File: config.mk
export PLATFORM = sky130hd
export DESIGN_NAME = upn_scan
export DESIGN_NICKNAME = d
export VERILOG_FILES = /design/src/upn_pkg.sv /design/src/upn_scan.sv
export SDC_FILE = /design/constraint.sdc
export NUM_CORES = 1
export LEC_CHECK = 0
export BUFFER_PORTS_ARGS = -buffer_cell sky130_fd_sc_hd__buf_4
export CAP_MARGIN = 40
export CORE_UTILIZATION = 35
export DETAILED_ROUTE_END_ITERATION = 7
export PLACE_DENSITY_LB_ADDON = 0.08
export SLEW_MARGIN = 20
export SYNTH_ARGS = -nofsm -noshare
export SYNTH_HDL_FRONTEND = slang
export SYNTH_SLANG_ARGS = --single-unit
File: constraint.sdc
create_clock -name vclk -period 3.6
set_input_delay 0.72 -clock vclk [all_inputs]
set_output_delay 0.72 -clock vclk [all_outputs]
set_load 0.01 [all_outputs]
File: src/upn_pkg.sv
// Shared types and constants of the unix path normalizer.
`default_nettype none

package upn_pkg;

    localparam int S_TDATA_W  = 8;
    localparam int M_TDATA_W  = 40;
    localparam int M_TUSER_W  = 2;
    localparam int INDEX_W    = 12;
    localparam int LENGTH_W   = 13;

    localparam logic [7:0] CHAR_SLASH = 8'h2F;
    localparam logic [7:0] CHAR_DOT   = 8'h2E;

    typedef logic [1:0] status_t;

    localparam status_t STATUS_OK         = 2'd0;
    localparam status_t STATUS_NOT_ABS    = 2'd1;
    localparam status_t STATUS_ABOVE_ROOT = 2'd2;
    localparam status_t STATUS_OVERFLOW   = 2'd3;

    typedef enum logic [2:0] {
        ST_START = 3'd0,
        ST_SEP   = 3'd1,
        ST_DOT1  = 3'd2,
        ST_DOT2  = 3'd3,
        ST_NAME  = 3'd4
    } scan_state_t;

    typedef struct packed {
        status_t               status;
        logic                  done_res;
        logic [LENGTH_W-1:0]   out_length;
        logic [7:0]            write_byte;
        logic [INDEX_W-1:0]    write_index;
        logic                  write_enable;
    } result_t;

endpackage

`default_nettype wire

File: src/upn_scan.sv
// Per-byte scanner step: next scan state, stack and length update, and the result item.
`default_nettype none

module upn_scan #(
    parameter int MAX_LEN     = 4096,
    parameter int STACK_DEPTH = 256,
    parameter int POS_W       = 13,
    parameter int TOP_W       = 9
) (
    input  upn_pkg::scan_state_t state_cur,
    input  logic [TOP_W-1:0]     top_cur,
    input  logic [POS_W-1:0]     pos_cur,
    input  upn_pkg::status_t     err_cur,
    input  logic [7:0]           path_byte,
    input  logic                 last,
    input  logic [POS_W-1:0]     mark1,
    input  logic [POS_W-1:0]     mark2,
    output upn_pkg::scan_state_t state_nxt,
    output logic [TOP_W-1:0]     top_nxt,
    output logic [POS_W-1:0]     pos_nxt,
    output upn_pkg::status_t     err_nxt,
    output logic                 push,
    output upn_pkg::result_t     result
);
    import upn_pkg::*;

    logic        is_slash;
    logic        is_dot;
    logic        emit_ok;
    logic        push_ok;
    logic        emit;
    scan_state_t state_step;
    logic [TOP_W-1:0] top_step;
    logic [POS_W-1:0] pos_step;
    status_t     err_step;
    logic [31:0] idx_wide;
    logic [31:0] len_wide;

    assign is_slash = (path_byte == CHAR_SLASH);
    assign is_dot   = (path_byte == CHAR_DOT);
    assign emit_ok  = (pos_cur < POS_W'(MAX_LEN));
    assign push_ok  = (top_cur < TOP_W'(STACK_DEPTH));

    // next state
    always_comb begin
        state_step = state_cur;
        top_step   = top_cur;
        pos_step   = pos_cur;
        err_step   = err_cur;
        emit       = 1'b0;
        push       = 1'b0;
        if (err_cur == STATUS_OK) begin
            case (state_cur)
                ST_SEP: begin
                    if (!is_slash) begin
                        if (!push_ok || !emit_ok) begin
                            err_step = STATUS_OVERFLOW;
                        end else begin
                            push       = 1'b1;
                            emit       = 1'b1;
                            top_step   = top_cur + TOP_W'(1);
                            pos_step   = pos_cur + POS_W'(1);
                            state_step = is_dot ? ST_DOT1 : ST_NAME;
                        end
                    end
                end
                ST_DOT1: begin
                    if (is_slash) begin
                        if (top_cur == '0) begin
                            err_step = STATUS_ABOVE_ROOT;
                        end else begin
                            top_step   = top_cur - TOP_W'(1);
                            pos_step   = mark1;
                            state_step = ST_SEP;
                        end
                    end else if (emit_ok) begin
                        emit       = 1'b1;
                        pos_step   = pos_cur + POS_W'(1);
                        state_step = is_dot ? ST_DOT2 : ST_NAME;
                    end else begin
                        err_step = STATUS_OVERFLOW;
                    end
                end
                ST_DOT2: begin
                    if (is_slash) begin
                        if (top_cur <= TOP_W'(1)) begin
                            err_step = STATUS_ABOVE_ROOT;
                        end else begin
                            top_step   = top_cur - TOP_W'(1) - TOP_W'(1);
                            pos_step   = mark2;
                            state_step = ST_SEP;
                        end
                    end else if (emit_ok) begin
                        emit       = 1'b1;
                        pos_step   = pos_cur + POS_W'(1);
                        state_step = ST_NAME;
                    end else begin
                        err_step = STATUS_OVERFLOW;
                    end
                end
                ST_NAME: begin
                    if (emit_ok) begin
                        emit     = 1'b1;
                        pos_step = pos_cur + POS_W'(1);
                        if (is_slash) begin
                            state_step = ST_SEP;
                        end
                    end else begin
                        err_step = STATUS_OVERFLOW;
                    end
                end
                default: begin
                    if (!is_slash) begin
                        err_step = STATUS_NOT_ABS;
                    end else if (emit_ok) begin
                        emit       = 1'b1;
                        pos_step   = pos_cur + POS_W'(1);
                        state_step = ST_SEP;
                    end else begin
                        err_step = STATUS_OVERFLOW;
                    end
                end
            endcase
        end
    end

    // path done: back to reset values
    always_comb begin
        if (last) begin
            state_nxt = ST_START;
            top_nxt   = '0;
            pos_nxt   = '0;
            err_nxt   = STATUS_OK;
        end else begin
            state_nxt = state_step;
            top_nxt   = top_step;
            pos_nxt   = pos_step;
            err_nxt   = err_step;
        end
    end

    assign idx_wide = 32'(pos_cur);
    assign len_wide = 32'(pos_step);

    // result item
    always_comb begin
        result.status   = err_step;
        result.done_res = last;
        if (emit && (err_step == STATUS_OK)) begin
            result.write_enable = 1'b1;
            result.write_index  = idx_wide[INDEX_W-1:0];
            result.write_byte   = path_byte;
        end else begin
            result.write_enable = 1'b0;
            result.write_index  = '0;
            result.write_byte   = '0;
        end
        if (err_step != STATUS_OK) begin
            result.out_length = '0;
        end else begin
            result.out_length = len_wide[LENGTH_W-1:0];
        end
    end

endmodule

`default_nettype wire

==> metrics.csv, run 1 <==
metric,value,unit
vias in the first global route,4500,
post-detail-place hpwl,12900,um
CP max FO,11,
Netlist cell types,81,
core box area,0.00933,mm2
area of the multi-input gates,0.00306,mm2
Max Slew Vio Count,0,
final worst path period share,97.5,%
Flop pwr share,0,%
Syn Area/Cell,6.21,um2
share of the synthesized area in the top cell type,6.64,%
max frequency,0.285,GHz
worst hold endpoint,result[35],
# IOs,127,
WL/cell,20.8,um
die area,0.0101,mm2
Synth area leaders,"a21oi_1 6.6%, o21ai_0 6.5%, mux2i_1 4.7%, and3_1 4.6%, nand2_1 4.5%",
Post-Syn Area,0.00339,mm2
vias per cell,6.21,
Fin. Hold Viols,0,
most instantiated library cell after synthesis,a21oi_1,
ratio of cells with drive above 1 in the final layout,33.4,%
CP Capture Type,primary output,
Leak,2.07,nW
Port Buffers,127,
"Power, Total",0.476,mW
Pre-antenna DRT Iters,5,
PD cells,101,mW/mm2
Synth area leader,a21oi_1,
Final GP Congestion,0.923,
Max Cap Viol,0,
crit path DAT,2790,ps
worst slew pin tran,613,ps
routed wire length,16800,um
# nets final,747,
critical path class,input port to primary output,
Routed Antenna Nets,0,
post-cts hold buffer count,0,
Hold Path Cell Cnt,3,
Area Growth Syn to Fin,39.6,%
startpoint class of the critical path,input port,
Vias,5004,
RSZ-0062 raised after global routing,yes,
clock buf count,0,
post-synthesis sequential area ratio,0,%
die height,100,um
Logic pwr share,100.0,%
Post-Synthesis Cells,546,
final-report setup violation count,0,
P_int,0.208,mW
relative slew slack,58.8,%
Seq cells,0,
hold_sp,err_cur[0],
filler instances,1019,
min Tclk post-route,3510,ps
Ys Warns,0,
Clk pwr share,0,%
Psw,0.268,mW
initial antenna violation count,0,
Syn Nets,614,
worst hold slack,1750,ps
pin count of the biggest net entering global routing,32,
Worst Hold Class,input port to primary output,
drt initial violations,466,
die width,100,um
All-Layer GR Usage,32.3,%
num rows,35,
# Post-CTS Setup Buffers,0,
Antenna diodes,0,
first-pass GRT wire length,25500,um
CP Data Required Time,2880,ps
# DRC,0,
run status,completed,
Max IR drop VDD,0.0544,mV
Initial Util,36.4,%
gr ovfl total,0,
Post-synth top cells,"45 x a21oi_1, 44 x o21ai_0, 41 x nand2_1, 41 x nor2_1, 38 x clkbuf_1",
Sw Share,56.3,%
Register Area,0,um2
-- layer usage --
layer	routed length, um	global-route usage, %	up-vias
met5	0	0	-
met4	377	6.91	0
met3	1440	2.84	29
met2	7500	52.2	280
met1	7440	46.4	2353
li1	-	-	2342
-- what timing repair did --
item	4_1_cts	5_1_grt
hold endpoints to repair	0	0
endpoints found under the setup margin	0	10
gates resized for setup	0	2
-- cell families after synthesis --
| logic type | count (synthesis) | share of synthesized area, % |
|---|---|---|
| buffers and inverters | 74 | 10.3 |
| and+or+nand+nor | 240 | 40.2 |
| adders and majority gates | 6 | 2.21 |
| xor gates and xnor gates | 18 | 4.65 |
| AOI/OAI and AO/OA | 191 | 37.6 |
| muxes | 17 | 5.05 |
-- power groups by stage --
stage	sequential, mW	combinational, mW	clock [mW]
after CTS	0	0.467	0
after global placement	0	0.463	0
after global routing	0	0.512	0
final	0	0.476	0
after floorplan	0	0.254	0
after detailed placement	0	0.465	0
-- worst max-delay path by stage --
stage | depth (start not counted) | startpoint | to
6_report | 8 | top_cur[8] | pos_nxt[9]
5_1_grt | 9 | path_byte[7] | result[27]
4_1_cts | 11 | top_cur[0] | pos_nxt[10]
3_5_place_dp | 12 | top_cur[1] | pos_nxt[10]
3_3_place_gp | 11 | top_cur[0] | pos_nxt[10]
2_1_floorplan | 10 | top_cur[0] | top_nxt[8]
-- final cells by class --
cell class | count | share of cell area (%)
tap | 129 | 3.41
timing repair buffer | 193 | 31.1
inverter | 12 | 0.951
multi-input combinational | 472 | 64.5
-- placed cells by master (no fill, tap or decap), types with 9 or more instances in the layout --
cell type,synthesis,routed
buf_4,5,191
a21oi_1,45,45
o21ai_0,44,44
nand2_1,41,41
nor2_1,41,41
nor3_1,26,26
nand3_1,26,26
and3_1,25,25
mux2i_1,16,16
inv_1,12,12
xnor2_1,12,12
a31oi_1,11,11
nor2b_1,9,9
-- per-stage QoR --
stage          setup TNS (ps)  instances  instance area [um2]  setup slack [ps]  utilization (%)
2_1_floorplan               0        546                 3390               225                -
3_3_place_gp                0        806                 4730               114             50.7
3_5_place_dp                0        806                 4730              64.6             50.7
4_1_cts                     0        806                 4730              53.0             50.7
5_1_grt                 -22.8        806                 4740             -13.1             50.8
6_report                    0        806                 4740              88.9             50.8
-- critical path: stages --
cell	delay [ps]
buf_4	180
nor2_1	220
a21boi_2	330
nor2_1	140
or4_1	590
o31ai_1	330
a21oi_1	110
buf_4	160
Power figures use the tool's default switching activity.
==> inputs of run 2 (changes only) <==
- CORE_MARGIN: default -> 5
- CORE_UTILIZATION: 35 -> 53
==> run 2 against run 1 <==
Net effect: non-clock buffer count is 6 lower; largest power group unchanged; highest routed layer unchanged; total power is 0.43% lower; worst setup slack worse by 11 ps; utilization is 24 points higher; worst hold slack worse by 2.4 ps; first-iteration DRC count is 64% higher; flip-flop and latch count stayed put; global-route usage is 3.7 points higher; combinational power hardly changed; die area is 20% lower; via count is 5.1% higher.
==> metrics.csv, run 2 (same netlist as run 1, synthesis figures left out) <==
metric,value,unit
vias per cell,7.03,
Fin. Hold Viols,0,
critical path class,input port to primary output,
CP Data Required Time,2880,ps
Routed Antenna Nets,0,
min Tclk post-route,3520,ps
crit path DAT,2800,ps
WL/cell,21.3,um
post-detail-place hpwl,12100,um
ratio of cells with drive above 1 in the final layout,33.5,%
Max Cap Viol,0,
post-cts hold buffer count,0,
"commonest cells after routing, fill and taps aside","184 x buf_4, 45 x a21oi_1, 42 x o21ai_0",
pin count of the biggest net entering global routing,32,
max frequency,0.284,GHz
post-route setup TNS,0,ps
Worst setup startpoint,path_byte[0],
Leak,2.05,nW
worst slew pin tran,601,ps
drt initial violations,764,
Register Area,0,um2
die height,90.0,um
All-Layer GR Usage,36.0,%
initial antenna violation count,0,
core box area,0.00628,mm2
Port Buffers,127,
# DRC,0,
# IOs,127,
final worst path period share,97.8,%
die area,0.00810,mm2
Pre-antenna DRT Iters,6,
Area Growth Syn to Fin,37.6,%
Initial Util,54.1,%
run status,completed,
CP max FO,10,
routed wire length,16000,um
startpoint class of the critical path,input port,
final-report setup violation count,0,
Final GP Congestion,1.01,
die width,90.0,um
num rows,29,
Max IR drop VDD,0.103,mV
relative slew slack,59.9,%
first-pass GRT wire length,25000,um
PD cells,102,mW/mm2
vias in the first global route,4897,
Vias,5257,
# nets final,741,
RSZ-0062 raised after global routing,no,
"commonest non-fill, non-tap cell in the layout",buf_4,
worst setup path endpoint,pos_nxt[10],
CP Capture Type,primary output,
gr ovfl total,0,
Max Slew Vio Count,0,
Setup WS post-layout,77.7,ps
Seq cells,0,
clock buf count,0,
Antenna diodes,0,
Worst Hold Class,input port to primary output,
Placement Setup Slack,40.4,ps
## run 2: power by group
group / internal, mW / switching [mW] / leakage [nW]
sequential: 0 / 0 / 0
combinational: 0.206 / 0.268 / 2.05
clock: 0 / 0 / 0
total: 0.206 / 0.268 / 2.05
## run 2: area by class of cell
type	count	area (um2)
Multi-Input combinational cell	472	3090
Fill cell	520	1610
Timing Repair Buffer	187	1440
Tap cell	77	96.3
Inverter	12	45.0
## run 2: per-stage QoR
stage          util [%]  std cells  cell area [um2]  total power [mW]  hold WS [ps]
2_1_floorplan         -        546             3390             0.254          1530
3_3_place_gp       73.6        747             4620             0.445          1740
3_5_place_dp       73.6        747             4620             0.454          1740
4_1_cts            73.6        747             4620             0.456          1740
5_1_grt            74.4        748             4670             0.502          1760
6_report           74.4        748             4670             0.474          1740
## run 2: what timing repair did
action / in CTS / in global routing
hold endpoints to repair: 0 / 0
endpoints found under the setup margin: 0 / 19
setup buffers: 0 / 1
resized for setup: 0 / 9
## run 2: per-layer routing
| metal | vias up | global-route usage [%] | share of wire, % |
|---|---|---|---|
| met5 | - | 0 | 0 |
| met4 | 0 | 15.8 | 5.2 |
| met3 | 115 | 8.60 | 14 |
| met2 | 475 | 56.5 | 43 |
| met1 | 2332 | 46.6 | 37 |
| li1 | 2335 | - | - |
## run 2: worst max-delay path, cell delays in order
cell	delay (ps)
buf_4	140
and4bb_2	330
a21boi_2	310
nor2_1	110
or4_1	590
o31ai_2	310
a21oi_1	130
buf_4	160
## run 2: worst min-delay path by stage
stage / start / to / slack, ps / cells after the start
detailed placement: err_cur[0] / result[35] / 1740 / 3
floorplan: last / result[34] / 1530 / 1
global placement: err_cur[0] / result[35] / 1740 / 3
global route: err_cur[0] / result[35] / 1760 / 3
finish: err_cur[0] / result[35] / 1740 / 3
CTS: err_cur[0] / result[35] / 1740 / 3
